--- config.mk ---
export PLATFORM = sky130hd
export DESIGN_NAME = bptc_div
export DESIGN_NICKNAME = d
export VERILOG_FILES = /design/src/hdl/assert_macros.svh /design/src/hdl/bptc_pkg.sv /design/src/hdl/bptc_div.sv
export SDC_FILE = /design/constraint.sdc
export NUM_CORES = 2
export LEC_CHECK = 0
export BUFFER_PORTS_ARGS = -buffer_cell sky130_fd_sc_hd__buf_2
export CORE_ASPECT_RATIO = 1.1
export CORE_MARGIN = 1
export CORE_UTILIZATION = 57
export DETAILED_ROUTE_END_ITERATION = 16
export PLACE_DENSITY = 0.78
export SETUP_SLACK_MARGIN = 0.2
export SYNTH_ARGS = -nofsm -noshare
export SYNTH_HDL_FRONTEND = slang
export SYNTH_SLANG_ARGS = --single-unit
--- constraint.sdc ---
create_clock -name clk_i -period 5.5 [get_ports clk_i]
set_clock_uncertainty 0.1 [all_clocks]
set_input_delay 1.65 -clock clk_i [delete_from_list [all_inputs] [get_ports clk_i]]
set_output_delay 1.65 -clock clk_i [all_outputs]
set_load 0.01 [all_outputs]
--- src/hdl/assert_macros.svh ---
// assertion macros shared by the compensation block
`ifndef ASSERT_MACROS_SVH
`define ASSERT_MACROS_SVH

// property a implies property c in the same cycle
`define BPTC_ASSERT_IMPLY(label, clk, rst_n, a, c, msg) \
  label: assert property (@(posedge clk) disable iff (!rst_n) (a) |-> (c)) \
    else $error(msg);

// expression must never be true
`define BPTC_ASSERT_NEVER(label, clk, rst_n, e, msg) \
  label: assert property (@(posedge clk) disable iff (!rst_n) !(e)) \
    else $error(msg);

`endif

--- src/hdl/bptc_pkg.sv ---
// types and constants of the barometric compensation pipeline
package bptc_pkg;

  localparam int CFG_W     = 32;
  localparam int CFG_IDX_W = 3;

  typedef enum logic [CFG_IDX_W-1:0] {
    CAL_AC1_AC2 = 3'd0,
    CAL_AC3_AC4 = 3'd1,
    CAL_AC5_AC6 = 3'd2,
    CAL_B1_B2   = 3'd3,
    CAL_MC_MD   = 3'd4
  } cal_idx_e;

  typedef struct packed {
    logic [15:0] raw_temperature;
    logic [15:0] raw_pressure;
  } in_t;

  typedef struct packed {
    logic signed [15:0] temperature_tenths;
    logic [19:0]        pressure_pa;
    logic               divide_fault;
  } out_t;

  // decoded calibration words, signedness applied at use
  typedef struct packed {
    logic [15:0] ac1;
    logic [15:0] ac2;
    logic [15:0] ac3;
    logic [15:0] ac4;
    logic [15:0] ac5;
    logic [15:0] ac6;
    logic [15:0] b1;
    logic [15:0] b2;
    logic [15:0] mc;
    logic [15:0] md;
  } cal_t;

  // side data carried through the temperature divider
  typedef struct packed {
    logic signed [18:0] x1;
    logic [15:0]        up;
    logic               neg;
    logic               fault;
  } tdiv_side_t;

  // side data carried through the pressure divider
  typedef struct packed {
    logic signed [15:0] t;
    logic               fault;
    logic               dbl;
  } pdiv_side_t;

  localparam int D1_NW = 27;
  localparam int D1_DW = 20;
  localparam int D1_SW = $bits(tdiv_side_t);
  localparam int D2_NW = 32;
  localparam int D2_DW = 17;
  localparam int D2_SW = $bits(pdiv_side_t);

  localparam int FRONT_STAGES = 2;
  localparam int MID_STAGES   = 6;
  localparam int BACK_STAGES  = 3;
  localparam int LATENCY = FRONT_STAGES + D1_NW + MID_STAGES + D2_NW + BACK_STAGES;

  localparam logic signed [28:0] B6_OFFSET = 29'sd4000;
  localparam logic [31:0]        X3_BIAS   = 32'd32768;
  localparam logic [15:0]        B7_SCALE  = 16'd50000;
  localparam logic signed [13:0] P_SQ_K    = 14'sd3038;
  localparam logic signed [14:0] P_LIN_K   = -15'sd7357;
  localparam logic signed [47:0] P_OFFSET  = 48'sd3791;
  localparam logic signed [23:0] T_MAX     = 24'sd32767;
  localparam logic signed [23:0] T_MIN     = -24'sd32768;
  localparam logic signed [47:0] P_MAX     = 48'sd1048575;

endpackage

--- src/hdl/bptc_div.sv ---
// pipelined unsigned restoring divider, one quotient bit per stage
module bptc_div #(
  parameter int NW = bptc_pkg::D2_NW,
  parameter int DW = bptc_pkg::D2_DW,
  parameter int SW = bptc_pkg::D2_SW
) (
  input  logic          clk_i,
  input  logic          rst_ni,
  input  logic          valid_i,
  input  logic [NW-1:0] num_i,
  input  logic [DW-1:0] den_i,
  input  logic [SW-1:0] side_i,
  output logic          valid_o,
  output logic [NW-1:0] quo_o,
  output logic [SW-1:0] side_o
);

  logic          v_q    [NW];
  logic [DW-1:0] rem_q  [NW];
  logic [NW-1:0] acc_q  [NW];
  logic [DW-1:0] den_q  [NW];
  logic [SW-1:0] side_q [NW];

  for (genvar i = 0; i < NW; i++) begin : g_stage
    logic          v_in;
    logic [DW-1:0] rem_in;
    logic [NW-1:0] acc_in;
    logic [DW-1:0] den_in;
    logic [SW-1:0] side_in;
    logic [DW:0]   trial;
    logic [DW:0]   diff;
    logic          ge;

    if (i == 0) begin : g_first
      assign v_in    = valid_i;
      assign rem_in  = '0;
      assign acc_in  = num_i;
      assign den_in  = den_i;
      assign side_in = side_i;
    end else begin : g_next
      assign v_in    = v_q[i-1];
      assign rem_in  = rem_q[i-1];
      assign acc_in  = acc_q[i-1];
      assign den_in  = den_q[i-1];
      assign side_in = side_q[i-1];
    end

    // dividend bits shift out the top, quotient bits shift in the bottom
    assign trial = {rem_in, acc_in[NW-1]};
    assign diff  = trial - {1'b0, den_in};
    assign ge    = trial >= {1'b0, den_in};

    always_ff @(posedge clk_i or negedge rst_ni) begin
      if (!rst_ni) begin
        v_q[i] <= 1'b0;
      end else begin
        v_q[i] <= v_in;
      end
    end

    always_ff @(posedge clk_i) begin
      rem_q[i]  <= ge ? diff[DW-1:0] : trial[DW-1:0];
      acc_q[i]  <= {acc_in[NW-2:0], ge};
      den_q[i]  <= den_in;
      side_q[i] <= side_in;
    end
  end

  assign valid_o = v_q[NW-1];
  assign quo_o   = acc_q[NW-1];
  assign side_o  = side_q[NW-1];

endmodule

==> impl_metrics.env <==
export IMPL_netlist_cell_type_count=86
export IMPL_ys_seq_area_frac=0.6408
export IMPL_min_period_over_period=0.7330
export IMPL_numCtsBuffers=236
export IMPL_cp_required_ns=6.16
export IMPL_synth_simple_area_share=0.05898
export IMPL_gp_congestion=0.8924
export IMPL_io_pins=121
export IMPL_antenna_found_initial=1
export IMPL_synthAdderAreaFrac=0.08579
export IMPL_max_freq_ghz=0.2481
export IMPL_syn_area_mm2=0.08416
export IMPL_power_leakage_uw=0.04332
export IMPL_rsz0062_at_grt="false"
export IMPL_use_met2=0.3331
export IMPL_grt_pass1_wl_mm=233.1
export IMPL_dr_first_iter_drc_count=2726
export IMPL_die_w_um=368.4
export IMPL_cp_max_fo=24
export IMPL_synthMuxAreaShare=0.02750
export IMPL_synth_seq_cells=2686
export IMPL_drive_gt1_frac=0.1061
export IMPL_grt_usage=0.1891
export IMPL_clkLatencyLatePin_ns=0.87
export IMPL_fin_setup_tns_ns=0
export IMPL_drt_first_pass_iters=5
export IMPL_drv_slew=0
export IMPL_die_area_mm2=0.1492
export IMPL_maxCapViolations=0
export IMPL_worst_slew_pin_slew_ns=1.199
export IMPL_power_density_mw_per_mm2=584.3
export IMPL_grt_max_degree=35
export IMPL_cts_tree="built"
export IMPL_grt_use_met1=0.2262
export IMPL_stdcell_count=9556
export IMPL_synth_top_family_by_area="compound AO/OA/AOI/OAI gates"
export IMPL_yosysTopAreaCellShare=0.6313
export IMPL_synth_ff_type="dfxtp_1"
export IMPL_area_delta_synth_final_pct=13.19
export IMPL_dr_total_vias=48170
export IMPL_root_buffer="clkbuf_16"
export IMPL_synth_top_area_cell="dfxtp_1"
export IMPL_drtAntennaViolNets=0
export IMPL_hold_path_class="flip-flop to flip-flop"
export IMPL_die_h_um=405
export IMPL_ctsLongestPathBuffers=3
export IMPL_grt_pass1_vias=48740
export IMPL_critPathArrivalTime_ns=4.69
export IMPL_status="finished clean"
export IMPL_synthTopCellsByArea="dfxtp_1 (63%), ha_1 (7.9%), inv_1 (3.0%)"
export IMPL_critPathLaunchType="flip-flop"
export IMPL_fin_crit_ns=4.031
export IMPL_layout_commonest_cell="dfxtp_1"
export IMPL_busiest_layer="met2"
export IMPL_synth_edf_count=0
export IMPL_hold_buffers=0
export IMPL_async_flop_share=0.01191
export IMPL_dp_hpwl_mm=97.74
export IMPL_synth_compound_gate_area_share=0.1060
export IMPL_grt_overflow_total=0
export IMPL_clkTransAtPathRegs_ns=0.07
export IMPL_post_cts_setup_buffer_count=0
export IMPL_nets=8044
export IMPL_finalHoldViolations=0
export IMPL_diodes=0
export IMPL_cts_resized_gates=0
export IMPL_syn_area_per_cell_um2=11.77
export IMPL_rows=147
export IMPL_drc=0
export IMPL_worst_setup_path_type="flip-flop to flip-flop"
export IMPL_cts_sinks=2686
export IMPL_synth_warnings=0
export IMPL_fillers=10850
export IMPL_layout_common_cells="dfxtp_1 (2654), inv_1 (677), ha_1 (529)"
export IMPL_place_inst=9114
export IMPL_synthesis_nets=7780
export IMPL_drt_total_wl_mm=141.2
export IMPL_h_tree_depth=4
export IMPL_viasPerCell=5.040
export IMPL_critPathCaptureType="flip-flop"
export IMPL_portBuffers=120
export IMPL_coreArea_mm2=0.1462
export IMPL_synth_xor_area_share=0.04288
export IMPL_maxSlewHeadroom=0.2005
export IMPL_grt_use_met3=0.03552
export IMPL_vdd_drop_max_mv=0.3905
export IMPL_setup_violations_final=0
export IMPL_syn_inst=7151
export IMPL_start_util=0.5755
export IMPL_wl_per_cell_um=14.78
==> logic make-up after synthesis <==
group,Yosys count
flops,2686
mux,204
xor+xnor,412
compound gates,1426
simple gates,1066
buf+inv,798
fa+ha+maj,559
==> path summary, 6_finish.rpt <==
path,from,end,slack [ns],cells after the start
min in group asynchronous,rst_ni,valid_o$_DFF_PN0_,0.72,1
worst max-delay path,acc_q[1][31]$_DFF_P_,rem_q[0][85]$_DFF_P_,1.47,13
worst max register to register,acc_q[1][31]$_DFF_P_,rem_q[0][85]$_DFF_P_,1.47,13
worst min register to register,side_q[1][3]$_DFF_P_,side_q[1][21]$_DFF_P_,0.20,0
worst min-delay path,side_q[1][3]$_DFF_P_,side_q[1][21]$_DFF_P_,0.20,0
max in group asynchronous,rst_ni,g_stage[11].v_in$_DFF_PN0_,4.17,1
==> metrics by stage <==
step | cell area (um^2) | setup slack (ns) | hold slack [ns] | util | power (uW)
2_1_floorplan | 84160 | 2.384 | 0.2096 | - | 35550
3_3_place_gp | 86780 | 1.607 | 0.2095 | 0.5935 | 38120
3_5_place_dp | 86780 | 1.578 | 0.2121 | 0.5935 | 38570
4_1_cts | 95260 | 1.500 | 0.2003 | 0.6515 | 56100
5_1_grt | 95260 | 1.202 | 0.2058 | 0.6515 | 58890
6_report | 95260 | 1.469 | 0.1966 | 0.6515 | 55660
==> cell usage after synthesis (all sizes together), types with 37 or more instances <==
master and number:
a21o 216, nor2b 46, xnor2 250, buf 63, inv 679, nor3 52, nor2 344, clkbuf 55
o21a 51, nand4 96, a21oi 511, o21bai 80, dfxtp 2654, ha 529, a31oi 37, xor2 162
o21ai 313, nand2 308, mux2 194, nand3 56, nand2b 41
==> report_power, final <==
part           leakage, uW  switching (uW)  total [uW]  internal, uW
Sequential          0.0226            1480       24100         22600
Combinational       0.0166            7710       14400          6700
Clock              0.00411            7160       17200         10000
==> final cells by class <==
cell class / instances / area (um^2) / share of cell area
inverters: 680 / 2552 / 0.02679
repair buffers: 144 / 780.7 / 0.008196
clock buffers: 311 / 6650 / 0.06981
well taps: 1937 / 2424 / 0.02544
clock inverters: 131 / 1833 / 0.01924
flip-flops and latches: 2686 / 53930 / 0.5662
multi-input cells: 3667 / 27090 / 0.2844
==> worst max-delay path, stage by stage (launching register included) <==
cell	delay, ns
dfxtp_1	0.31
inv_1	0.07
ha_1	0.17
inv_1	0.07
fa_1	0.43
a211oi_1	0.39
o21ai_0	0.16
a21oi_1	0.36
a21oi_1	0.12
o31a_1	0.31
o21ai_0	0.16
and2_0	0.83
buf_4	0.27
mux2i_1	0.19
==> routing by layer <==
| layer | vias up | wire [um] |
|---|---|---|
| met1 | 22380 | 62020 |
| met5 | - | 0 |
| met2 | 962 | 68880 |
| li1 | 24500 | - |
| met3 | 326 | 5604 |
| met4 | 0 | 4692 |
==> flip-flops by register name, summed over array words and instances (netlist names) <==
name          flops
side_q          576
g_stage.v_in     31
valid_o           1
acc_q          1024
den_q           527
rem_q           527
No activity file was read; power rests on OpenSTA's default activity.
