===== src/hdl/assert_macros.svh =====
// assertion macros shared by the compensation block
`ifndef ASSERT_MACROS_SVH
`define ASSERT_MACROS_SVH

// property a implies property c in the same cycle
`define BPTC_ASSERT_IMPLY(label, clk, rst_n, a, c, msg) \
  label: assert property (@(posedge clk) disable iff (!rst_n) (a) |-> (c)) \
    else $error(msg);

// expression must never be true
`define BPTC_ASSERT_NEVER(label, clk, rst_n, e, msg) \
  label: assert property (@(posedge clk) disable iff (!rst_n) !(e)) \
    else $error(msg);

`endif


===== src/hdl/bptc_pkg.sv =====
// types and constants of the barometric compensation pipeline
package bptc_pkg;

  localparam int CFG_W     = 32;
  localparam int CFG_IDX_W = 3;

  typedef enum logic [CFG_IDX_W-1:0] {
    CAL_AC1_AC2 = 3'd0,
    CAL_AC3_AC4 = 3'd1,
    CAL_AC5_AC6 = 3'd2,
    CAL_B1_B2   = 3'd3,
    CAL_MC_MD   = 3'd4
  } cal_idx_e;

  typedef struct packed {
    logic [15:0] raw_temperature;
    logic [15:0] raw_pressure;
  } in_t;

  typedef struct packed {
    logic signed [15:0] temperature_tenths;
    logic [19:0]        pressure_pa;
    logic               divide_fault;
  } out_t;

  // decoded calibration words, signedness applied at use
  typedef struct packed {
    logic [15:0] ac1;
    logic [15:0] ac2;
    logic [15:0] ac3;
    logic [15:0] ac4;
    logic [15:0] ac5;
    logic [15:0] ac6;
    logic [15:0] b1;
    logic [15:0] b2;
    logic [15:0] mc;
    logic [15:0] md;
  } cal_t;

  // side data carried through the temperature divider
  typedef struct packed {
    logic signed [18:0] x1;
    logic [15:0]        up;
    logic               neg;
    logic               fault;
  } tdiv_side_t;

  // side data carried through the pressure divider
  typedef struct packed {
    logic signed [15:0] t;
    logic               fault;
    logic               dbl;
  } pdiv_side_t;

  localparam int D1_NW = 27;
  localparam int D1_DW = 20;
  localparam int D1_SW = $bits(tdiv_side_t);
  localparam int D2_NW = 32;
  localparam int D2_DW = 17;
  localparam int D2_SW = $bits(pdiv_side_t);

  localparam int FRONT_STAGES = 2;
  localparam int MID_STAGES   = 6;
  localparam int BACK_STAGES  = 3;
  localparam int LATENCY = FRONT_STAGES + D1_NW + MID_STAGES + D2_NW + BACK_STAGES;

  localparam logic signed [28:0] B6_OFFSET = 29'sd4000;
  localparam logic [31:0]        X3_BIAS   = 32'd32768;
  localparam logic [15:0]        B7_SCALE  = 16'd50000;
  localparam logic signed [13:0] P_SQ_K    = 14'sd3038;
  localparam logic signed [14:0] P_LIN_K   = -15'sd7357;
  localparam logic signed [47:0] P_OFFSET  = 48'sd3791;
  localparam logic signed [23:0] T_MAX     = 24'sd32767;
  localparam logic signed [23:0] T_MIN     = -24'sd32768;
  localparam logic signed [47:0] P_MAX     = 48'sd1048575;

endpackage


===== src/hdl/bptc_back.sv =====
// pressure correction polynomial, saturation and result register
module bptc_back (
  input  logic                        clk_i,
  input  logic                        rst_ni,
  input  logic                        valid_i,
  input  logic [bptc_pkg::D2_NW-1:0]  quo_i,
  input  bptc_pkg::pdiv_side_t        side_i,
  output logic                        valid_o,
  output bptc_pkg::out_t              out_o
);

  logic [2:0] v_q;

  // stage 1: p, its square and the linear term
  logic [31:0]        pu;
  logic signed [23:0] ps;
  logic signed [47:0] sq2_d, sq2_q;
  logic signed [46:0] m2_d, m2_q;
  logic signed [31:0] p1_q, p2_q;
  logic signed [15:0] t1_q, t2_q;
  logic               f1_q, f2_q;

  assign pu    = side_i.dbl ? {quo_i[30:0], 1'b0} : quo_i;
  assign ps    = pu[31:8];
  assign sq2_d = ps * ps;
  assign m2_d  = $signed(pu) * bptc_pkg::P_LIN_K;

  // stage 2: scale the square
  logic signed [61:0] prod_d, prod_q;
  logic signed [30:0] x2_q;

  assign prod_d = sq2_q * bptc_pkg::P_SQ_K;

  // stage 3: final sum and clamp
  logic signed [47:0] s, pn;
  bptc_pkg::out_t     o_d, o_q;

  assign s  = $signed({{2{prod_q[61]}}, prod_q[61:16]})
            + $signed({{17{x2_q[30]}}, x2_q})
            + bptc_pkg::P_OFFSET;
  assign pn = $signed({{16{p2_q[31]}}, p2_q}) + $signed({{4{s[47]}}, s[47:4]});

  always_comb begin
    o_d.divide_fault = f2_q;
    if (f2_q) begin
      o_d.temperature_tenths = '0;
      o_d.pressure_pa        = '0;
    end else begin
      o_d.temperature_tenths = t2_q;
      if (pn < 48'sd0) begin
        o_d.pressure_pa = '0;
      end else if (pn > bptc_pkg::P_MAX) begin
        o_d.pressure_pa = '1;
      end else begin
        o_d.pressure_pa = pn[19:0];
      end
    end
  end

  always_ff @(posedge clk_i or negedge rst_ni) begin
    if (!rst_ni) begin
      v_q <= '0;
    end else begin
      v_q <= {v_q[1:0], valid_i};
    end
  end

  always_ff @(posedge clk_i) begin
    sq2_q  <= sq2_d;
    m2_q   <= m2_d;
    p1_q   <= $signed(pu);
    t1_q   <= side_i.t;
    f1_q   <= side_i.fault;
    prod_q <= prod_d;
    x2_q   <= m2_q[46:16];
    p2_q   <= p1_q;
    t2_q   <= t1_q;
    f2_q   <= f1_q;
    o_q    <= o_d;
  end

  assign valid_o = v_q[2];
  assign out_o   = o_q;

endmodule


===== config.mk =====
export PLATFORM = sky130hd
export DESIGN_NAME = bptc_back
export DESIGN_NICKNAME = d
export VERILOG_FILES = /design/src/hdl/assert_macros.svh /design/src/hdl/bptc_pkg.sv /design/src/hdl/bptc_back.sv
export SDC_FILE = /design/constraint.sdc
export NUM_CORES = 2
export LEC_CHECK = 0
export BUFFER_PORTS_ARGS = -buffer_cell sky130_fd_sc_hd__buf_2
export CORE_UTILIZATION = 60
export DETAILED_ROUTE_END_ITERATION = 7
export PLACE_DENSITY = 0.78
export REMOVE_ABC_BUFFERS = 1
export SYNTH_ARGS = -nofsm -noshare
export SYNTH_HDL_FRONTEND = slang
export SYNTH_SLANG_ARGS = --single-unit
export TNS_END_PERCENT = 5

===== constraint.sdc =====
create_clock -name clk_i -period 8.5 [get_ports clk_i]
set_clock_uncertainty 0.1 [all_clocks]
set_input_delay 0.85 -clock clk_i [delete_from_list [all_inputs] [get_ports clk_i]]
set_output_delay 0.85 -clock clk_i [all_outputs]
set_load 0.01 [all_outputs]

==> qor.yml <==
synth-simple-area-share_pct: 7.08
drive_above_1_share_pct: 7.09
rsz0062_at_grt: "false"
clockBufferDepth: 3
multi_input_logic_area_mm2: 0.0361
timing.reg2reg.setup_slack_ns: 1.45
synth_compound_area_share_pct: 7.29
die-width_um: 281
mostFrequentLayoutCell: "sky130_fd_sc_hd__inv_1"
yosys.area_share.xor_xnor_pct: 3.56
grt_first_pass_wirelength_um: 186000
largest_net_degree_at_the_start_of_global_routing: 30
hold_viol_final: 0
drt-initial-drc-count: 2102
grt_overflow: 0
critical_path_peak_fanout: 7
cts_num_sinks: 289
worstPathRequired_ns: 8.88
starting_density_pct: 60.5
timing.critical_path.from_type: "input pin"
synth.avg_cell_area_um2: 10.0
worst_path_max_delay_cell: "sky130_fd_sc_hd__fa_1"
area_growth_syn_to_layout_pct: 8.39
critical_path_class: "input pin to register"
sequential_cell_area_mm2: 0.00580
fillCellCount: 6079
setup_viol: 0
postSynthCellCount: 4676
groute.usage.overall_pct: 30.3
vias: 32500
total_wire_length_um: 113000
viasPerCell: 5.45
grt_pass1_vias: 36000
status: "finished clean"
cp.arrival_ns: 8.50
cap_violations: 0
period_share_pct: 95.5
cp_common_cell: "sky130_fd_sc_hd__inv_1"
yosysWarningCount: 0
period_minus_slack_ns: 8.12
slowest_delay_ns: 0.51
yosys-mux-area-fraction_pct: 0.795
drv_slew: 0
maxClockFrequency_ghz: 0.123
ctsRootBufferMaster: "sky130_fd_sc_hd__clkbuf_16"
floorplan.rows: 102
firstDrtPassIters: 6
cts_max_level: 1
ys_types: 91
worst_hold_startpoint: "m2_q[21]$_DFF_P_"
synth-edff-count: 0
i_o_pin_cnt: 91
flip_flop_and_latch_count_after_synthesis: 289
slew_headroom_pct: 51.7
floorplan.die_area_mm2: 0.0791
main_combinational_cell_family_by_area_after_synthesis: "adder cells"
nNetsFinal: 6555
path_clk_slew_ns: 0.06
crit-reg2reg-launch: "x2_q[2]$_DFF_P_"
cell_area_after_synthesis_mm2: 0.0468
synth_seq_area_share_pct: 12.4
layout.cells.most_common_list: "1228 x sky130_fd_sc_hd__inv_1, 962 x sky130_fd_sc_hd__fa_1, 644 x sky130_fd_sc_hd__ha_1"
endpoint_kind: "register"
worst-slew-pin-transition_ns: 0.725
route.detailed.wl_per_inst_um: 18.9
antenna_found_initial: 6
dpl.hpwl_um: 98500
finalInstanceArea_mm2: 0.0507
antenna_violating_nets_post_route: 0
io_buffers: 90
critical_path.startpoint: "side_i[0]"
tritoncts: "built"
die_height_um: 281
coreArea_mm2: 0.0773
synth_fa_ha_area_share_pct: 58.4
detailed_place.area_mm2: 0.0496
async_flop_share_pct: 1.04
cts_inserted_buffers: 31
min-delay-path-class: "register to register"
synthFlopType: "sky130_fd_sc_hd__dfxtp_1"
post-route-drc-count: 0
finalWeightedCongestion: 0.961
worst_skew_pair.late_latency_ns: 0.60
[cell families after synthesis]
| logic type | count (synthesis) |
|---|---|
| other cells | 2 |
| compound gates | 528 |
| xor+xnor | 190 |
| buf+inv | 1298 |
| simple gates | 726 |
| mux | 37 |
| flops | 289 |
| fa+ha+maj | 1606 |
[critical path: cells and delay by family]
kind            cells  cell delay [ns]
buf+inv            11             1.14
simple gates        3             0.40
compound gates      7             1.81
xor+xnor            1             0.14
mux                 1             0.39
fa+ha+maj           8             3.77
[stage by stage]
stage          hold WS (ns)  worst slack, ns  TNS, ns  std cells  util [%]
2_1_floorplan         0.210            -2.71   -44.98       4614         -
3_3_place_gp          0.210           0.0298        0       5902      64.1
3_5_place_dp          0.212           -0.185   -0.619       5902      64.1
4_1_cts               0.211            0.412        0       5960      65.5
5_1_grt               0.225           0.0801        0       5960      65.5
6_report              0.224            0.384        0       5961      65.5
[worst paths after layout]
path | depth (start not counted) | to
max | 31 | sq2_q[44]$_DFF_P_
min | 0 | x2_q[5]$_DFF_P_
max reg2reg | 28 | out_o[3]$_SDFF_PP0_
min reg2reg | 0 | x2_q[5]$_DFF_P_
max in group asynchronous | 2 | v_q[2]$_DFF_PN0_
min in group asynchronous | 2 | v_q[0]$_DFF_PN0_
[cell usage after synthesis, types with 4 or more instances]
cell type | count | area, um^2
sky130_fd_sc_hd__o31ai_1 | 5 | 37.5
sky130_fd_sc_hd__nand3_1 | 23 | 115
sky130_fd_sc_hd__a21oi_1 | 169 | 846
sky130_fd_sc_hd__o2111ai_1 | 4 | 35.0
sky130_fd_sc_hd__nor2b_1 | 44 | 275
sky130_fd_sc_hd__and3_1 | 15 | 93.8
sky130_fd_sc_hd__a21boi_0 | 6 | 45.0
sky130_fd_sc_hd__nand2_1 | 234 | 878
sky130_fd_sc_hd__nand3b_1 | 6 | 45.0
sky130_fd_sc_hd__xnor2_1 | 121 | 1060
sky130_fd_sc_hd__o211ai_1 | 14 | 105
sky130_fd_sc_hd__a31oi_1 | 27 | 169
sky130_fd_sc_hd__o21a_1 | 31 | 233
sky130_fd_sc_hd__o21bai_1 | 14 | 105
sky130_fd_sc_hd__inv_1 | 1228 | 4610
sky130_fd_sc_hd__or3_1 | 7 | 43.8
sky130_fd_sc_hd__nor2_1 | 258 | 968
sky130_fd_sc_hd__nand2b_1 | 22 | 138
sky130_fd_sc_hd__o211a_1 | 5 | 50.1
sky130_fd_sc_hd__ha_1 | 644 | 8060
sky130_fd_sc_hd__nand4_1 | 29 | 181
sky130_fd_sc_hd__or2_2 | 12 | 75.1
sky130_fd_sc_hd__a22oi_1 | 4 | 30.0
sky130_fd_sc_hd__and4_1 | 7 | 61.3
sky130_fd_sc_hd__and2_1 | 10 | 62.6
sky130_fd_sc_hd__mux2i_1 | 36 | 360
sky130_fd_sc_hd__nor3b_1 | 4 | 30.0
sky130_fd_sc_hd__o21ai_1 | 21 | 105
sky130_fd_sc_hd__a31o_2 | 6 | 52.6
sky130_fd_sc_hd__fa_1 | 962 | 19300
sky130_fd_sc_hd__xor2_1 | 69 | 604
sky130_fd_sc_hd__a211oi_1 | 19 | 143
sky130_fd_sc_hd__o21ai_0 | 79 | 395
sky130_fd_sc_hd__clkinv_1 | 7 | 26.3
sky130_fd_sc_hd__a21o_1 | 62 | 465
sky130_fd_sc_hd__a41oi_1 | 6 | 52.6
sky130_fd_sc_hd__clkbuf_1 | 50 | 188
sky130_fd_sc_hd__buf_1 | 8 | 30.0
sky130_fd_sc_hd__dfxtp_1 | 286 | 5730
sky130_fd_sc_hd__a211o_1 | 5 | 43.8
sky130_fd_sc_hd__nor3_1 | 38 | 190
[per-layer routing]
layer	up-vias	share of wire (%)	GRT usage (%)
met3	369	6.4	3.98
met2	1131	48	51.5
met4	8	5.3	13.8
met1	16100	41	38.7
li1	14800	-	-
met5	-	0.050	0
[state kept, by name (all words and copies together) (netlist names)]
name and flops:
f1_q 1, prod_q 45, v_q 3, t2_q 16, out_o 37, p1_q 32, m2_q 30, x2_q 30
t1_q 16, sq2_q 46, p2_q 32, f2_q 1
[cell type report]
cell class	count	area share, %
clock buffers	34	1.59
diodes	1	0.00494
well taps	1040	2.57
clock inverters	23	0.528
flip-flops and latches	289	11.4
repair buffers	249	3.47
inverters	1235	9.15
multi-input cells	3090	71.2
[timing repair]
action                                  in CTS  in global routing
gates resized for setup                      0                  1
hold buffers                                 1                  0
endpoints found under the setup margin       0                  1
buffers inserted                             0                  0
endpoints found under the hold margin        3                  0
Power is not shown: default switching activity piles up to over one toggle a cycle in this logic, so the estimate is an artifact.
