==> src/hdl/assert_macros.svh <==
// assertion macros shared by the compensation block
`ifndef ASSERT_MACROS_SVH
`define ASSERT_MACROS_SVH

// property a implies property c in the same cycle
`define BPTC_ASSERT_IMPLY(label, clk, rst_n, a, c, msg) \
  label: assert property (@(posedge clk) disable iff (!rst_n) (a) |-> (c)) \
    else $error(msg);

// expression must never be true
`define BPTC_ASSERT_NEVER(label, clk, rst_n, e, msg) \
  label: assert property (@(posedge clk) disable iff (!rst_n) !(e)) \
    else $error(msg);

`endif

==> src/hdl/bptc_pkg.sv <==
// types and constants of the barometric compensation pipeline
package bptc_pkg;

  localparam int CFG_W     = 32;
  localparam int CFG_IDX_W = 3;

  typedef enum logic [CFG_IDX_W-1:0] {
    CAL_AC1_AC2 = 3'd0,
    CAL_AC3_AC4 = 3'd1,
    CAL_AC5_AC6 = 3'd2,
    CAL_B1_B2   = 3'd3,
    CAL_MC_MD   = 3'd4
  } cal_idx_e;

  typedef struct packed {
    logic [15:0] raw_temperature;
    logic [15:0] raw_pressure;
  } in_t;

  typedef struct packed {
    logic signed [15:0] temperature_tenths;
    logic [19:0]        pressure_pa;
    logic               divide_fault;
  } out_t;

  // decoded calibration words, signedness applied at use
  typedef struct packed {
    logic [15:0] ac1;
    logic [15:0] ac2;
    logic [15:0] ac3;
    logic [15:0] ac4;
    logic [15:0] ac5;
    logic [15:0] ac6;
    logic [15:0] b1;
    logic [15:0] b2;
    logic [15:0] mc;
    logic [15:0] md;
  } cal_t;

  // side data carried through the temperature divider
  typedef struct packed {
    logic signed [18:0] x1;
    logic [15:0]        up;
    logic               neg;
    logic               fault;
  } tdiv_side_t;

  // side data carried through the pressure divider
  typedef struct packed {
    logic signed [15:0] t;
    logic               fault;
    logic               dbl;
  } pdiv_side_t;

  localparam int D1_NW = 27;
  localparam int D1_DW = 20;
  localparam int D1_SW = $bits(tdiv_side_t);
  localparam int D2_NW = 32;
  localparam int D2_DW = 17;
  localparam int D2_SW = $bits(pdiv_side_t);

  localparam int FRONT_STAGES = 2;
  localparam int MID_STAGES   = 6;
  localparam int BACK_STAGES  = 3;
  localparam int LATENCY = FRONT_STAGES + D1_NW + MID_STAGES + D2_NW + BACK_STAGES;

  localparam logic signed [28:0] B6_OFFSET = 29'sd4000;
  localparam logic [31:0]        X3_BIAS   = 32'd32768;
  localparam logic [15:0]        B7_SCALE  = 16'd50000;
  localparam logic signed [13:0] P_SQ_K    = 14'sd3038;
  localparam logic signed [14:0] P_LIN_K   = -15'sd7357;
  localparam logic signed [47:0] P_OFFSET  = 48'sd3791;
  localparam logic signed [23:0] T_MAX     = 24'sd32767;
  localparam logic signed [23:0] T_MIN     = -24'sd32768;
  localparam logic signed [47:0] P_MAX     = 48'sd1048575;

endpackage

==> src/hdl/bptc_cal_regs.sv <==
// calibration register file with coefficient decode
module bptc_cal_regs (
  input  logic                               clk_i,
  input  logic                               rst_ni,
  input  logic                               cfg_we_i,
  input  logic [bptc_pkg::CFG_IDX_W-1:0]     cfg_idx_i,
  input  logic [bptc_pkg::CFG_W-1:0]         cfg_data_i,
  output bptc_pkg::cal_t                     cal_o
);

  logic [bptc_pkg::CFG_W-1:0] r0_q, r1_q, r2_q, r3_q, r4_q;

  always_ff @(posedge clk_i or negedge rst_ni) begin
    if (!rst_ni) begin
      r0_q <= '0;
      r1_q <= '0;
      r2_q <= '0;
      r3_q <= '0;
      r4_q <= '0;
    end else if (cfg_we_i) begin
      unique case (cfg_idx_i)
        bptc_pkg::CAL_AC1_AC2: r0_q <= cfg_data_i;
        bptc_pkg::CAL_AC3_AC4: r1_q <= cfg_data_i;
        bptc_pkg::CAL_AC5_AC6: r2_q <= cfg_data_i;
        bptc_pkg::CAL_B1_B2:   r3_q <= cfg_data_i;
        bptc_pkg::CAL_MC_MD:   r4_q <= cfg_data_i;
        default: ;  // unused indexes are dropped
      endcase
    end
  end

  always_comb begin
    cal_o.ac1 = r0_q[31:16];
    cal_o.ac2 = r0_q[15:0];
    cal_o.ac3 = r1_q[31:16];
    cal_o.ac4 = r1_q[15:0];
    cal_o.ac5 = r2_q[31:16];
    cal_o.ac6 = r2_q[15:0];
    cal_o.b1  = r3_q[31:16];
    cal_o.b2  = r3_q[15:0];
    cal_o.mc  = r4_q[31:16];
    cal_o.md  = r4_q[15:0];
  end

endmodule

==> config.mk <==
export PLATFORM = sky130hd
export DESIGN_NAME = bptc_cal_regs
export DESIGN_NICKNAME = d
export VERILOG_FILES = /design/src/hdl/assert_macros.svh /design/src/hdl/bptc_pkg.sv /design/src/hdl/bptc_cal_regs.sv
export SDC_FILE = /design/constraint.sdc
export NUM_CORES = 1
export LEC_CHECK = 0
export BUFFER_PORTS_ARGS = -buffer_cell sky130_fd_sc_hd__buf_2
export CORE_ASPECT_RATIO = 1.25
export CORE_MARGIN = 2
export CORE_UTILIZATION = 38
export DETAILED_ROUTE_END_ITERATION = 7
export SYNTH_ARGS = -nofsm -noshare
export SYNTH_HDL_FRONTEND = slang
export SYNTH_SLANG_ARGS = --single-unit
==> constraint.sdc <==
create_clock -name clk_i -period 0.8 [get_ports clk_i]
set_input_delay 0.16 -clock clk_i [delete_from_list [all_inputs] [get_ports clk_i]]
set_output_delay 0.16 -clock clk_i [all_outputs]
set_load 0.02 [all_outputs]
==> results of run 1 <==
[state kept, by name, indices dropped and copies added, names as in the netlist]
name  flops
r0_q     32
r3_q     32
r1_q     32
r2_q     32
r4_q     32
[placed cells by master, fill, tap and decap left out, types with 2 or more instances in the layout]
master      count
buf_6         192
mux2_4        160
dfrtp_1       160
buf_4          71
buf_2          32
buf_12         25
clkbuf_16      18
clkinv_2        5
clkbuf_8        4
buf_16          4
nor4bb_4        3
clkinvlp_4      2
bufinv_16       2
[where the power goes]
group	internal, mW	switching (mW)	total (mW)
clock network	4.90	3.13	8.03
logic	7.13	4.55	11.7
registers	9.90	1.49	11.4
[kinds of logic (layout without fill, tap and decap cells)]
family | Yosys count | count (layout) | share of synthesized area (%)
buffers and inverters | 18 | 358 | 2.737
flip-flops | 160 | 160 | 66.36
multiplexers | 160 | 160 | 29.86
AND/OR/NAND/NOR | 5 | 5 | 1.037
[per-layer routing]
metal | vias up | global-route usage (%) | wire length (um)
met4 | 0 | 7.059 | 332
met5 | - | 0 | 0
met2 | 159 | 36.81 | 9502
met3 | 22 | 6.039 | 1071
li1 | 1869 | - | -
met1 | 2201 | 29.47 | 8249
[per-stage QoR]
step / TNS, ns / std cells / instance area, um^2 / setup WS (ns)
floorplan: -56.62 / 343 / 6300 / -0.4082
global placement: -100.16 / 755 / 7677 / -0.7683
detailed placement: -104.18 / 755 / 7677 / -0.8069
CTS: -72.82 / 866 / 10610 / -0.3561
global route: -82.55 / 895 / 10870 / -0.3753
finish: -73.93 / 895 / 10870 / -0.3530
[layout make-up]
type,instances,area [um^2]
Tap cell,212,265.3
Fill cell,1019,4697
Multi-Input combinational cell,165,2510
Sequential cell,160,4004
Timing Repair Buffer,326,3501
Clock inverter,10,108.9
Clock buffer,22,484.2
[repair_timing]
| action | CTS | global route |
|---|---|---|
| gates cloned | 11 | 1 |
| setup endpoints to repair | 320 | 320 |
| pin swaps | 4 | 5 |
| setup buffers | 67 | 54 |
| endpoints found under the hold margin | 160 | 0 |
| gates resized for setup | 443 | 50 |
| hold buffers | 1 | 0 |
[worst max path at each step]
stage	startpoint	end	slack, ns
2_1_floorplan	cfg_idx_i[0]	r0_q[0]	-0.41
6_report	r3_q[25]	cal_o[57]	-0.35
3_5_place_dp	cfg_idx_i[0]	r0_q[6]	-0.81
4_1_cts	r1_q[8]	cal_o[104]	-0.36
3_3_place_gp	cfg_idx_i[0]	r0_q[24]	-0.77
5_1_grt	r3_q[25]	cal_o[57]	-0.38
==> impl_metrics.json, run 1 <==
{
  "status": "finished with violations",
  "violations": "negative setup slack",
  "grt_pass1_vias": 4634,
  "synth_edf_count": 0,
  "clkTransAtPathRegs_ns": 0.06,
  "synth_most_common_cell": "dfrtp_1",
  "cts_buffer_depth": 2,
  "synth.yosys.seq_area_share_pct": 66.36,
  "hp-start": "cfg_data_i[22]",
  "maxSlewViolCount": 0,
  "rsz0062_at_grt": "true",
  "grt_pass1_wl_mm": 27.65,
  "clockRootBuffer": "clkbuf_16",
  "hold_violations": 0,
  "ant_nets": 0,
  "r2r_end": "r1_q[16]",
  "yosysUniqueCellTypes": 8,
  "p_leak_nw": 5.364,
  "area_growth_pct": 80.22,
  "post-route-drc-count": 0,
  "vias": 4251,
  "cp_slowest_cell": "dfrtp_1",
  "path_buf_inv": 1,
  "cp.depth": 1,
  "holdPathStages": 2,
  "gp_congestion": 0.7496,
  "synthFlopType": "dfrtp_1",
  "yosysTopAreaCellShare_pct": 66.36,
  "powerDensity_nw_per_um2": 2861,
  "setup_slack_ns": -0.3530,
  "die_area_um2": 16910,
  "rrSetupSlack_ns": -0.21,
  "yosysWarningCount": 0,
  "clock_sinks": 160,
  "cts_tree": "done",
  "r2r_cells": 3,
  "clock_latency_ns": 0.41,
  "drt-pass1-iter-count": 4,
  "antenna_found_initial": 0,
  "grt_overflow": 0,
  "fin_worst_skew_ns": 0,
  "portBuffers": 197,
  "timing_worst_setup_path_type": "flop to output port",
  "drive_above_1_share_pct": 76.13,
  "avgSynthCellArea_um2": 17.59,
  "setup_viol_count_final": 320,
  "wl_per_cell_um": 21.40,
  "ys_top_cells_by_count": "dfrtp_1 (160), mux2_2 (148), buf_6 (12), mux2_1 (12), buf_2 (6)",
  "syn-cell-area_um2": 6033,
  "worstMarginPinSlew_ns": 0.2896,
  "ys_async_sr_fraction_pct": 100.0,
  "fp.dieH_um": 144.9,
  "r2r_start": "r1_q[16]",
  "hold_path_end": "r0_q[22]",
  "synthTopCellsByArea": "dfrtp_1 (66%), mux2_2 (28%), buf_6 (2.2%)",
  "die_w_um": 116.7,
  "nets": 708,
  "yosysTopAreaCell": "dfrtp_1",
  "drt_iter0_markers": 167,
  "totalPowerFinal_mw": 31.10,
  "synth-seq-cells": 160,
  "synthCells": 343,
  "htreeDepth": 4,
  "fmax_mhz": 867.3,
  "cts-buffers-inserted": 17,
  "grt_max_degree": 37,
  "core_um2": 15570,
  "routed_via_density": 4.750,
  "maxCapViolations": 0,
  "drt-total-wl_mm": 19.16,
  "hpwl_mm": 10.37,
  "fin_crit_ns": 1.153,
  "pin_count": 198,
  "slowest_delay_ns": 0.42,
  "utilization_pct": 69.83,
  "slew_headroom_pct": 80.69,
  "synth_fp_nets": 381,
  "start_util_pct": 38.75,
  "core.rowCount": 51,
  "grt_util_all_layers_pct": 22.59,
  "required_ns": 0.64,
  "antenna_cells": 0,
  "holdWs_ns": 0.04172,
  "ir_drop_uv": 1879,
  "crit_arrival_ns": 0.99,
  "hold_class": "primary input to flop",
  "crit_path_start_kind": "flop",
  "fin_crit_sh_pct": 144.1,
  "cp_top_family": "flip-flops",
  "cp-end-kind": "output port",
  "critPathMaxFanout": 2,
  "crit_chain": "buf_6"
}
Power figures use the tool's default switching activity.
==> inputs of run 2 (changes only) <==
- ABC_AREA: not set -> 0
- CORE_ASPECT_RATIO: 1.25 -> 1.5
==> impl_metrics.json, run 2 (synthesis gave the netlist of run 1 again) <==
{
  "status": "finished with violations",
  "violations": "negative setup slack",
  "totalPowerFinal_mw": 31.34,
  "area_growth_pct": 80.57,
  "cts_tree": "done",
  "routed_via_density": 4.837,
  "wl_met1_mm": 8.125,
  "die_area_um2": 16920,
  "grt_max_degree": 31,
  "fillCellCount": 1017,
  "powerDensity_nw_per_um2": 2877,
  "clockRootBuffer": "clkbuf_16",
  "clock_latency_ns": 0.41,
  "fp.dieH_um": 158.3,
  "grt_overflow": 0,
  "grt_pass1_vias": 4748,
  "rrSetupSlack_ns": -0.14,
  "p_leak_nw": 5.373,
  "finalSetupTns_ns": -72.62,
  "placedInstanceArea_um2": 7686,
  "hpwl_mm": 10.49,
  "cp_top_family": "flip-flops",
  "pin_count": 198,
  "r2r_start": "r1_q[20]",
  "portBuffers": 197,
  "fmax_mhz": 870.5,
  "crit_start": "r1_q[19]",
  "cts_buffer_depth": 2,
  "crit_arrival_ns": 0.99,
  "wl_met2_mm": 10.32,
  "vias": 4276,
  "timing_worst_setup_path_type": "flop to output port",
  "dp_cells": 747,
  "rsz0062_at_grt": "true",
  "drt-pass1-iter-count": 4,
  "gp_congestion": 0.7567,
  "setup_viol_count_final": 320,
  "grt_util_all_layers_pct": 23.11,
  "maxSlewViolCount": 0,
  "critPathMaxFanout": 2,
  "die_w_um": 106.9,
  "r2r_end": "r1_q[20]",
  "htreeDepth": 4,
  "clkTransAtPathRegs_ns": 0.07,
  "fin_worst_skew_ns": 0,
  "start_util_pct": 38.61,
  "final_cell_mix": "buf_6 (187), dfrtp_1 (160), mux2_4 (159)",
  "post-route-drc-count": 0,
  "maxCapViolations": 0,
  "cts-buffers-inserted": 17,
  "drt-total-wl_mm": 19.85,
  "slowest_delay_ns": 0.42,
  "layoutNonFillerInstCount": 884,
  "grt_pass1_wl_mm": 28.97,
  "pre_cts_ws_ns": -0.7213,
  "setup_slack_ns": -0.3487,
  "final_common_cell": "buf_6",
  "required_ns": 0.64,
  "nets": 706,
  "cp-endpoint": "cal_o[115]",
  "cp_slowest_cell": "dfrtp_1",
  "path_buf_inv": 1,
  "worstMarginPinSlew_ns": 0.2998,
  "ant_nets": 0,
  "core_um2": 15630,
  "fin_area_um2": 10890,
  "wl_per_cell_um": 22.46,
  "slew_headroom_pct": 80.02,
  "dr_wl_met3_mm": 1.023,
  "r2r_cells": 2,
  "crit_chain": "buf_6",
  "hold_violations": 0,
  "core.rowCount": 56,
  "hold_class": "primary input to flop",
  "drt_iter0_markers": 174,
  "antenna_cells": 0,
  "cp.depth": 1,
  "antenna_found_initial": 0,
  "top_layer_used": "met4",
  "fin_crit_ns": 1.149,
  "fin_crit_sh_pct": 143.6,
  "clock_sinks": 160,
  "ir_drop_uv": 1477,
  "cp-end-kind": "output port",
  "crit_path_start_kind": "flop",
  "drive_above_1_share_pct": 76.06
}
run 2: metal layers:
layer / vias up / track usage, %
met5: - / 0
met4: 0 / 7.978
met3: 25 / 5.076
met2: 154 / 39.82
met1: 2225 / 28.69
li1: 1872 / -
run 2: worst min-delay path by stage:
stage                     cells past startpoint            from       end  slack (ns)
after global placement                        1          rst_ni  r3_q[25]        0.06
after global routing                          2   cfg_data_i[3]   r4_q[3]        0.04
after CTS                                     2  cfg_data_i[28]  r0_q[28]        0.03
after detailed placement                      1          rst_ni  r3_q[25]        0.06
after floorplan                               0          rst_ni   r0_q[0]       -0.14
final                                         2  cfg_data_i[21]  r0_q[21]        0.05
run 2: what timing repair did:
| action | 4_1_cts | 5_1_grt |
|---|---|---|
| gates cloned | 10 | 4 |
| buffers inserted | 66 | 50 |
| hold endpoints to repair | 160 | 0 |
| hold buffers | 1 | 0 |
| pin swaps | 2 | 5 |
| setup endpoints to repair | 320 | 313 |
| resized for setup | 437 | 55 |
run 2: final cells by class:
class	count	area (um^2)	area share (%)
multi-input combinational	165	2506	23.00
sequential	160	4004	36.75
clock buffer	19	442.9	4.066
clock inverter	13	150.1	1.378
tap	203	254.0	2.331
timing repair buffer	324	3537	32.47
run 2: stage by stage:
step	hold slack (ns)	util [%]
2_1_floorplan	-0.1356	-
6_report	0.04751	69.72
5_1_grt	0.03957	69.72
3_5_place_dp	0.05852	49.19
3_3_place_gp	0.05602	49.19
4_1_cts	0.02805	67.02
run 2: where the power goes:
| group | switching (mW) | total (mW) | internal [mW] | leakage (nW) |
|---|---|---|---|---|
| logic | 4.58 | 11.7 | 7.09 | 3.17 |
| clock network | 3.52 | 8.27 | 4.76 | 0.285 |
| registers | 1.50 | 11.4 | 9.89 | 1.92 |
