File: src/hdl/assert_macros.svh
// assertion macros shared by the compensation block
`ifndef ASSERT_MACROS_SVH
`define ASSERT_MACROS_SVH

// property a implies property c in the same cycle
`define BPTC_ASSERT_IMPLY(label, clk, rst_n, a, c, msg) \
  label: assert property (@(posedge clk) disable iff (!rst_n) (a) |-> (c)) \
    else $error(msg);

// expression must never be true
`define BPTC_ASSERT_NEVER(label, clk, rst_n, e, msg) \
  label: assert property (@(posedge clk) disable iff (!rst_n) !(e)) \
    else $error(msg);

`endif

File: src/hdl/bptc_pkg.sv
// types and constants of the barometric compensation pipeline
package bptc_pkg;

  localparam int CFG_W     = 32;
  localparam int CFG_IDX_W = 3;

  typedef enum logic [CFG_IDX_W-1:0] {
    CAL_AC1_AC2 = 3'd0,
    CAL_AC3_AC4 = 3'd1,
    CAL_AC5_AC6 = 3'd2,
    CAL_B1_B2   = 3'd3,
    CAL_MC_MD   = 3'd4
  } cal_idx_e;

  typedef struct packed {
    logic [15:0] raw_temperature;
    logic [15:0] raw_pressure;
  } in_t;

  typedef struct packed {
    logic signed [15:0] temperature_tenths;
    logic [19:0]        pressure_pa;
    logic               divide_fault;
  } out_t;

  // decoded calibration words, signedness applied at use
  typedef struct packed {
    logic [15:0] ac1;
    logic [15:0] ac2;
    logic [15:0] ac3;
    logic [15:0] ac4;
    logic [15:0] ac5;
    logic [15:0] ac6;
    logic [15:0] b1;
    logic [15:0] b2;
    logic [15:0] mc;
    logic [15:0] md;
  } cal_t;

  // side data carried through the temperature divider
  typedef struct packed {
    logic signed [18:0] x1;
    logic [15:0]        up;
    logic               neg;
    logic               fault;
  } tdiv_side_t;

  // side data carried through the pressure divider
  typedef struct packed {
    logic signed [15:0] t;
    logic               fault;
    logic               dbl;
  } pdiv_side_t;

  localparam int D1_NW = 27;
  localparam int D1_DW = 20;
  localparam int D1_SW = $bits(tdiv_side_t);
  localparam int D2_NW = 32;
  localparam int D2_DW = 17;
  localparam int D2_SW = $bits(pdiv_side_t);

  localparam int FRONT_STAGES = 2;
  localparam int MID_STAGES   = 6;
  localparam int BACK_STAGES  = 3;
  localparam int LATENCY = FRONT_STAGES + D1_NW + MID_STAGES + D2_NW + BACK_STAGES;

  localparam logic signed [28:0] B6_OFFSET = 29'sd4000;
  localparam logic [31:0]        X3_BIAS   = 32'd32768;
  localparam logic [15:0]        B7_SCALE  = 16'd50000;
  localparam logic signed [13:0] P_SQ_K    = 14'sd3038;
  localparam logic signed [14:0] P_LIN_K   = -15'sd7357;
  localparam logic signed [47:0] P_OFFSET  = 48'sd3791;
  localparam logic signed [23:0] T_MAX     = 24'sd32767;
  localparam logic signed [23:0] T_MIN     = -24'sd32768;
  localparam logic signed [47:0] P_MAX     = 48'sd1048575;

endpackage

File: src/hdl/bptc_front.sv
// temperature front end: x1 and the operands of the temperature divide
module bptc_front (
  input  logic                        clk_i,
  input  logic                        rst_ni,
  input  logic                        valid_i,
  input  bptc_pkg::in_t               in_i,
  input  bptc_pkg::cal_t              cal_i,
  output logic                        valid_o,
  output logic [bptc_pkg::D1_NW-1:0]  num_o,
  output logic [bptc_pkg::D1_DW-1:0]  den_o,
  output bptc_pkg::tdiv_side_t        side_o
);

  logic               v1_q, v2_q;
  logic signed [16:0] diff;
  logic signed [33:0] prod_d, prod_q;
  logic [15:0]        up1_q;
  logic signed [18:0] x1;
  logic signed [19:0] den;
  logic signed [26:0] num;
  logic [26:0]        num_mag_d, num_mag_q;
  logic [19:0]        den_mag_d, den_mag_q;
  bptc_pkg::tdiv_side_t side_d, side_q;

  assign diff   = $signed({1'b0, in_i.raw_temperature}) - $signed({1'b0, cal_i.ac6});
  assign prod_d = diff * $signed({1'b0, cal_i.ac5});

  assign x1  = prod_q[33:15];
  assign den = $signed({x1[18], x1}) + $signed({{4{cal_i.md[15]}}, cal_i.md});
  assign num = $signed({cal_i.mc, 11'b0});

  always_comb begin
    num_mag_d = cal_i.mc[15] ? 27'(-num) : 27'(num);
    den_mag_d = den[19] ? 20'(-den) : 20'(den);
    side_d.x1    = x1;
    side_d.up    = up1_q;
    side_d.neg   = cal_i.mc[15] ^ den[19];
    side_d.fault = (den == 20'sd0);
  end

  always_ff @(posedge clk_i or negedge rst_ni) begin
    if (!rst_ni) begin
      v1_q <= 1'b0;
      v2_q <= 1'b0;
    end else begin
      v1_q <= valid_i;
      v2_q <= v1_q;
    end
  end

  always_ff @(posedge clk_i) begin
    prod_q    <= prod_d;
    up1_q     <= in_i.raw_pressure;
    num_mag_q <= num_mag_d;
    den_mag_q <= den_mag_d;
    side_q    <= side_d;
  end

  assign valid_o = v2_q;
  assign num_o   = num_mag_q;
  assign den_o   = den_mag_q;
  assign side_o  = side_q;

endmodule

File: config.mk
export PLATFORM = sky130hd
export DESIGN_NAME = bptc_front
export DESIGN_NICKNAME = d
export VERILOG_FILES = /design/src/hdl/assert_macros.svh /design/src/hdl/bptc_pkg.sv /design/src/hdl/bptc_front.sv
export SDC_FILE = /design/constraint.sdc
export NUM_CORES = 1
export LEC_CHECK = 0
export ABC_AREA = 1
export BUFFER_PORTS_ARGS = -buffer_cell sky130_fd_sc_hd__buf_2
export CORE_UTILIZATION = 50
export CTS_BUF_LIST = sky130_fd_sc_hd__clkbuf_8
export DETAILED_ROUTE_END_ITERATION = 10
export PLACE_DENSITY = 0.69
export SYNTH_ARGS = -nofsm -noshare
export SYNTH_HDL_FRONTEND = slang
export SYNTH_SLANG_ARGS = --single-unit
File: constraint.sdc
create_clock -name clk_i -period 5.4 [get_ports clk_i]
set_input_delay 0.27 -clock clk_i [delete_from_list [all_inputs] [get_ports clk_i]]
set_output_delay 0.27 -clock clk_i [all_outputs]
set_load 0.01 [all_outputs]
==> results of run 1 <==
## Yosys cell counts, drive strengths merged (2+ instances only)
cell	n
a21oi	66
clkinv	7
a21o	4
nand3b	7
o211ai	2
buf	17
xor2	38
o31ai	5
o21a	6
fa	279
or2	4
o21ai	35
ha	122
nor3	15
nand4	16
nand2	357
xnor2	22
clkbuf	23
nor2	186
o21bai	3
nor4	6
nand3	84
a31oi	6
inv	478
dfxtp	108
and2	2
dfrtp	2
## placed cells by master (no fill, tap or decap), types with 7 or more instances in the layout
cell and count:
ha_4 34, buf_6 27, clkbuf_8 9, ha_1 88
nand3_2 15, fa_2 13, xor2_1 34, inv_1 433
nor2_4 7, dfxtp_1 108, xnor2_1 19, conb_1 11
nand2_4 21, dlygate4sd3_1 19, inv_2 37, nor2_2 18
buf_2 170, a21oi_1 35, nand4_1 16, nand2_2 43
nor2_1 161, fa_1 266, nor3_1 9, nand2_1 293
nand3_1 68, a21oi_4 16, a21oi_2 15, o21ai_1 10
o21ai_0 14, buf_4 245
## worst max path at each step
stage	from	to	slack, ns	cells after the start
after floorplan	in_i[16]	prod_q[33]	-0.88	32
after global placement	in_i[16]	prod_q[29]	-1.49	34
after detailed placement	in_i[16]	prod_q[29]	-1.58	33
after CTS	in_i[16]	prod_q[33]	-0.82	33
after global routing	in_i[16]	prod_q[29]	-1.20	33
final	in_i[16]	prod_q[29]	-0.94	34
## final cells by class
type	count	area (sq um)	share of cell area [%]
clock buffer	9	124	0.596
clock inverter	7	93.8	0.452
inverter	485	1860	8.95
multi-input combinational	1280	12700	61.0
sequential	110	2210	10.6
tap	396	495	2.39
timing repair buffer	468	3320	16.0
## metrics by stage
| stage | instances | utilization [%] |
|---|---|---|
| floorplan | 1915 | - |
| global placement | 2670 | 61.9 |
| detailed placement | 2670 | 61.9 |
| CTS | 2736 | 66.4 |
| global route | 2755 | 67.7 |
| finish | 2755 | 67.7 |
## state kept, by name (all words and copies together), names as in the netlist
register  flops
up1_q        16
valid_o       1
num_o        16
prod_q       19
v1_q          1
side_o       37
den_o        20
## logic make-up after synthesis
kind of cell	Yosys count
xor+xnor	60
buf+inv	525
other cells	1
compound gates	130
flops	110
fa+ha+maj	401
simple gates	678
## metal layers
metal  track usage [%]  vias up
met3              4.41      127
met2              49.0      460
met5                 0        -
met1              33.5     6563
li1                  -     6537
met4              12.1        0
## repair_timing
item / 4_1_cts / 5_1_grt
hold buffers: 19 / 0
gates cloned: 0 / 0
setup endpoints to repair: 19 / 19
pin swaps: 127 / 92
resized for setup: 169 / 69
setup buffers: 34 / 24
endpoints found under the hold margin: 20 / 0
## worst max-delay path: cells and delay by family
family | cells | cell delay (ns)
and+or+nand+nor | 12 | 1.42
buffers and inverters | 9 | 0.64
AOI/OAI and AO/OA | 3 | 0.32
xor gates and xnor gates | 1 | 0.11
adders and majority gates | 9 | 3.85
==> results.yml, run 1 <==
critical_path:
  path_class: "input pin to flop"
  end_kind: "flop"
  r2r_end: "den_o[11]"
  reg2reg_from: "prod_q[15]"
  worstPathArrival_ns: 6.62
  required_ns: 5.69
  start_kind: "input pin"
  path_max_fanout: 6
  regToRegSetupSlack_ns: 2.76
  critical-path-max-stage-delay_ns: 0.59
  cp_slowest_cell: "fa_1"
  crit_path_frequent_cell: "fa_1"
  ff2ff_path_depth: 12
drt:
  wl_met2_um: 20900
  wl_per_cell_um: 15.4
  antenna_left: 0
  top_layer: "met4"
  drc: 0
  viasPerCell: 4.97
  drt-pass1-iter-count: 5
  wl_met3_um: 2600
  vias: 13700
  wl_um: 42300
  drt_iter0_drc: 787
  m1WireLength_um: 17000
min_path:
  hold_path.startpoint: "cal_i[30]"
  min_path_cells: 2
  hold_class: "input pin to flop"
  hold_end: "num_o[26]"
sta:
  fin_setup_tns_ns: -14.93
  fin_worst_skew_ns: 0.0182
  whs_ns: 0.0619
  setup_ws_ns: -0.937
  fmax_mhz: 158
  tightest_slew_ns: 0.680
  rsz0062_at_grt: "yes"
  hold_violations: 0
  setup_viol: 19
  slew_viol_final: 0
  fin_crit_sh_pct: 117
  finalCriticalPeriod_ns: 6.34
  slew_headroom_pct: 54.2
logic_synthesis:
  syn_area_per_cell_sq_um: 8.19
  yosysSeqAreaShare_pct: 14.2
  synthMuxAreaShare_pct: 0
  synth_seq_cells: 110
  synth_area_leaders: "fa_1 36%, dfxtp_1 14%, inv_1 11%"
  ys.flop_type: "dfxtp_1"
  synthCells: 1905
  synth_edf_count: 0
  synth_top_family_by_area: "adder cells"
  synthesis.area_sq_um: 15600
  yosys.area_share.xor_xnor_pct: 3.61
  synth-compound-area-share_pct: 4.92
  synth.top_cell.area_share_pct: 35.8
  synthArstFlopShare_pct: 1.82
  ys_warn_count: 0
  synth_simple_gate_area_share_pct: 18.6
  yosysTopAreaCell: "fa_1"
  yosysUniqueCellTypes: 50
  synth_fa_ha_area_share_pct: 45.6
die:
  boundaryPins: 280
  die_y_um: 179
  fp.dieW_um: 179
  core_area_sq_um: 30700
  initial_utilization_pct: 50.8
  rows: 64
  die-area_sq_um: 31900
clock_tree:
  htree_num_levels: 3
  cts_buffers: 9
  clk-insertion-delay-late_ns: 0.39
  path_clk_slew_ns: 0.11
  cts_root_buf: "clkbuf_8"
  clockBufferDepth: 2
  cts_sinks: 110
  cts_tree: "done"
placed_design:
  postPlaceCellArea_sq_um: 19000
  portBuffers: 172
  dp_hpwl_um: 35700
  gp_congestion: 0.925
  post-place-ws_ns: -1.58
grt:
  track_usage_pct: 27.8
  antenna_found_initial: 0
  grt_pass1_vias: 14500
  grt.overflow.total: 0
  grt_pass1_wl_um: 69100
  grt_max_degree: 25
final_layout:
  syn2layout_area_growth_pct: 33.2
  fillers: 2472
  drive_above_1_share_pct: 31.3
  design_area_sq_um: 20800
  n_antenna_cell: 0
  nets: 2950
flow_run:
  max_cap_violations: 0
run_status:
  failed_checks: "setup timing"
  outcome: "finished, violations left"
Power of run 1 is not shown: default switching activity piles up to over one toggle a cycle in this logic, so the estimate is an artifact.
==> run 2, diff against run 1 <==
--- a/config.mk
+++ b/config.mk
@@ -7,9 +7,12 @@
 export LEC_CHECK = 0
 export ABC_AREA = 1
 export BUFFER_PORTS_ARGS = -buffer_cell sky130_fd_sc_hd__buf_2
+export CORE_MARGIN = 8
 export CORE_UTILIZATION = 50
 export CTS_BUF_LIST = sky130_fd_sc_hd__clkbuf_8
 export DETAILED_ROUTE_END_ITERATION = 10
+export GPL_ROUTABILITY_DRIVEN = 0
+export MAX_ROUTING_LAYER = met4
 export PLACE_DENSITY = 0.69
 export SYNTH_ARGS = -nofsm -noshare
 export SYNTH_HDL_FRONTEND = slang
==> results.yml, run 2 (same netlist as run 1, synthesis figures left out) <==
critical_path:
  start_kind: "input pin"
  required_ns: 5.71
  r2r_end: "den_o[13]"
  path_max_fanout: 7
  reg2reg_from: "prod_q[15]"
  path_class: "input pin to flop"
  crit_path_frequent_cell: "fa_1"
  regToRegSetupSlack_ns: 2.79
  ff2ff_path_depth: 13
  critical-path-max-stage-delay_ns: 0.61
  worstPathArrival_ns: 6.69
  end_kind: "flop"
  cp_slowest_cell: "fa_2"
final_layout:
  design_area_sq_um: 20700
  n_antenna_cell: 0
  syn2layout_area_growth_pct: 32.5
  drive_above_1_share_pct: 31.2
  final_cell_mix: "435 x inv_1, 297 x nand2_1, 263 x fa_1"
  final_common_cell: "inv_1"
  largest_reg_flops: 37
  nets: 2955
die:
  die-area_sq_um: 37100
  die_y_um: 193
  boundaryPins: 280
  core_area_sq_um: 30700
  rows: 64
  fp.dieW_um: 193
  initial_utilization_pct: 50.8
placed_design:
  portBuffers: 172
  dp_hpwl_um: 36800
  postPlaceCellArea_sq_um: 19100
drt:
  drt-pass1-iter-count: 7
  wl_um: 43700
  viasPerCell: 5.01
  antenna_left: 0
  drt_iter0_drc: 843
  drc: 0
  wl_per_cell_um: 15.8
  vias: 13800
sta:
  hold_violations: 0
  slew_viol_final: 0
  rsz0062_at_grt: "yes"
  setup_viol: 19
  whs_ns: 0.0160
  setup_ws_ns: -0.977
  fmax_mhz: 157
  finalCriticalPeriod_ns: 6.38
  fin_worst_skew_ns: 0.0138
  tightest_slew_ns: 0.868
  fin_crit_sh_pct: 118
  slew_headroom_pct: 41.5
clock_tree:
  clockBufferDepth: 2
  path_clk_slew_ns: 0.11
  cts_root_buf: "clkbuf_8"
  cts_sinks: 110
  htree_num_levels: 3
  cts_tree: "done"
  cts_buffers: 9
  clk-insertion-delay-late_ns: 0.38
run_status:
  outcome: "finished, violations left"
  failed_checks: "setup timing"
grt:
  antenna_found_initial: 0
  grt_pass1_wl_um: 70200
  track_usage_pct: 24.2
  grt_max_degree: 25
  grt_pass1_vias: 14800
  grt.overflow.total: 0
min_path:
  hold_class: "input pin to flop"
  min_path_cells: 1
  hold_end: "num_o[11]"
  hold_path.startpoint: "cal_i[16]"
flow_run:
  max_cap_violations: 0
==> run 2: worst max-delay path: cells and delay by family <==
| kind | cells | cell delay, ns |
|---|---|---|
| compound gates | 5 | 0.62 |
| xor+xnor | 1 | 0.19 |
| fa+ha+maj | 9 | 3.99 |
| buf+inv | 10 | 0.75 |
| simple gates | 8 | 0.85 |
==> run 2: worst max path at each step <==
stage / startpoint / end / slack (ns) / depth (start not counted)
final: in_i[16] / prod_q[33] / -0.98 / 33
after global routing: in_i[16] / prod_q[33] / -1.20 / 34
after CTS: in_i[22] / prod_q[30] / -0.89 / 29
after detailed placement: in_i[16] / prod_q[30] / -1.66 / 32
after global placement: in_i[16] / prod_q[30] / -1.52 / 32
after floorplan: in_i[16] / prod_q[33] / -0.88 / 32
==> run 2: cell type report <==
cell class | count | area (sq um)
Fill cell | 2426 | 10000
Clock inverter | 7 | 75.1
Sequential cell | 110 | 2210
Clock buffer | 9 | 124
Tap cell | 396 | 495
Timing Repair Buffer | 473 | 3320
Inverter | 485 | 1840
Multi-Input combinational cell | 1280 | 12600
==> run 2: what timing repair did <==
action / 4_1_cts / 5_1_grt
gates resized for setup: 104 / 107
setup endpoints to repair: 19 / 19
setup buffers: 22 / 24
hold buffers: 18 / 0
endpoints found under the hold margin: 19 / 0
gates cloned: 0 / 0
pin swaps: 103 / 64
==> run 2: through the flow <==
step | cells | utilization [%] | TNS, ns | setup WS (ns)
2_1_floorplan | 1915 | - | -14.24 | -0.876
3_3_place_gp | 2682 | 62.2 | -24.43 | -1.52
3_5_place_dp | 2682 | 62.2 | -26.17 | -1.66
4_1_cts | 2738 | 65.4 | -13.63 | -0.892
5_1_grt | 2760 | 67.3 | -18.61 | -1.20
6_report | 2760 | 67.3 | -14.77 | -0.977
==> run 2: per-layer routing <==
metal	routed length (um)	GRT usage, %	part of all wire, %	up-vias
met1	17200	28.0	39	6708
met5	0	-	0	-
met2	22200	43.1	51	455
met4	1760	9.05	4.0	0
met3	2520	2.40	5.8	120
li1	-	-	-	6541
Power of run 2 is left out for the same reason.
==> run 3, diff against run 2 <==
--- a/config.mk
+++ b/config.mk
@@ -12,7 +12,6 @@
 export CTS_BUF_LIST = sky130_fd_sc_hd__clkbuf_8
 export DETAILED_ROUTE_END_ITERATION = 10
 export GPL_ROUTABILITY_DRIVEN = 0
-export MAX_ROUTING_LAYER = met4
 export PLACE_DENSITY = 0.69
 export SYNTH_ARGS = -nofsm -noshare
 export SYNTH_HDL_FRONTEND = slang
==> results.yml, run 3 (same netlist as run 1, synthesis figures left out) <==
critical_path:
  r2r_end: "den_o[13]"
  end_kind: "flop"
  reg2reg_from: "prod_q[15]"
  required_ns: 5.71
  cp_slowest_cell: "fa_2"
  worstPathArrival_ns: 6.70
  path_max_fanout: 7
  setup.worst_path.start: "in_i[16]"
  critical-path-max-stage-delay_ns: 0.61
  start_kind: "input pin"
  path_class: "input pin to flop"
  ff2ff_path_depth: 13
  regToRegSetupSlack_ns: 2.81
  cp-endpoint: "prod_q[33]"
sta:
  fin_crit_sh_pct: 118
  tightest_slew_ns: 0.885
  setup_ws_ns: -0.983
  fin_worst_skew_ns: 0.0141
  hold_violations: 0
  setup_viol: 19
  fmax_mhz: 157
  whs_ns: 0.00952
  finalCriticalPeriod_ns: 6.38
  rsz0062_at_grt: "yes"
  fin_setup_tns_ns: -14.77
  slew_headroom_pct: 40.4
  slew_viol_final: 0
die:
  boundaryPins: 280
  initial_utilization_pct: 50.8
  fp.dieW_um: 193
  die_y_um: 193
  rows: 64
  die-area_sq_um: 37100
  core_area_sq_um: 30700
clock_tree:
  htree_num_levels: 3
  clk-insertion-delay-late_ns: 0.39
  cts_sinks: 110
  path_clk_slew_ns: 0.11
  cts_tree: "done"
  cts_buffers: 9
  clockBufferDepth: 2
  cts_root_buf: "clkbuf_8"
grt:
  grt_pass1_vias: 14800
  grt_max_degree: 25
  grt_pass1_wl_um: 70300
  track_usage_pct: 23.6
  antenna_found_initial: 0
  grt.overflow.total: 0
drt:
  antenna_left: 0
  drt_iter0_drc: 840
  vias: 13900
  wl_per_cell_um: 15.8
  wl_um: 43700
  drt-pass1-iter-count: 5
  viasPerCell: 5.02
  drc: 0
flow_run:
  max_cap_violations: 0
run_status:
  outcome: "finished, violations left"
  failed_checks: "setup timing"
final_layout:
  nets: 2955
  drive_above_1_share_pct: 31.0
  syn2layout_area_growth_pct: 32.2
  final_cell_mix: "437 x inv_1, 298 x nand2_1, 263 x fa_1"
  design_area_sq_um: 20600
  final_common_cell: "inv_1"
  fillers: 2425
  largest_reg_flops: 37
  n_antenna_cell: 0
placed_design:
  postPlaceCellArea_sq_um: 19100
  dp_hpwl_um: 36800
  portBuffers: 172
min_path:
  hold_class: "input pin to flop"
[run 3: what timing repair did]
item / in CTS / in global routing
hold endpoints to repair: 19 / 0
pin swaps: 103 / 65
gates resized for setup: 104 / 96
hold buffers: 18 / 0
buffers inserted: 22 / 23
setup endpoints to repair: 19 / 19
gates cloned: 0 / 0
[run 3: worst max-delay path: cells and delay by family]
kind	cells	cell delay, ns
fa+ha+maj	9	3.99
simple gates	8	0.85
buf+inv	11	0.78
compound gates	5	0.62
xor+xnor	1	0.19
[run 3: worst min path at each step]
| stage | start | endpoint | slack [ns] | depth (start not counted) |
|---|---|---|---|---|
| after floorplan | rst_ni | v1_q | -0.03 | 0 |
| after global placement | rst_ni | v1_q | 0.05 | 1 |
| after detailed placement | rst_ni | valid_o | 0.06 | 1 |
| after CTS | cal_i[16] | num_o[11] | 0.001 | 1 |
| after global routing | cal_i[16] | num_o[11] | 0.006 | 1 |
| final | cal_i[16] | num_o[11] | 0.01 | 1 |
[run 3: per-layer routing]
layer / up-vias / share of wire (%) / GRT usage [%]
li1: 6540 / - / -
met1: 6714 / 39 / 28.0
met2: 482 / 51 / 43.3
met3: 117 / 6.2 / 2.48
met4: 0 / 3.9 / 8.73
met5: - / 0 / 0
[run 3: area by class of cell]
class                           instances  area [sq um]  area share, %
Inverter                              485          1840           8.95
Tap cell                              396           495           2.40
Clock buffer                            9           124          0.601
Multi-Input combinational cell       1280         12600           60.9
Sequential cell                       110          2210           10.7
Clock inverter                          7          75.1          0.364
Timing Repair Buffer                  473          3310           16.0
[run 3: per-stage QoR]
step           std cells  setup WS (ns)  util (%)
2_1_floorplan       1915         -0.876         -
3_3_place_gp        2682          -1.52      62.2
3_5_place_dp        2682          -1.66      62.2
4_1_cts             2738         -0.892      65.4
5_1_grt             2760          -1.20      67.2
6_report            2760         -0.983      67.2
Power of run 3 is left out for the same reason.
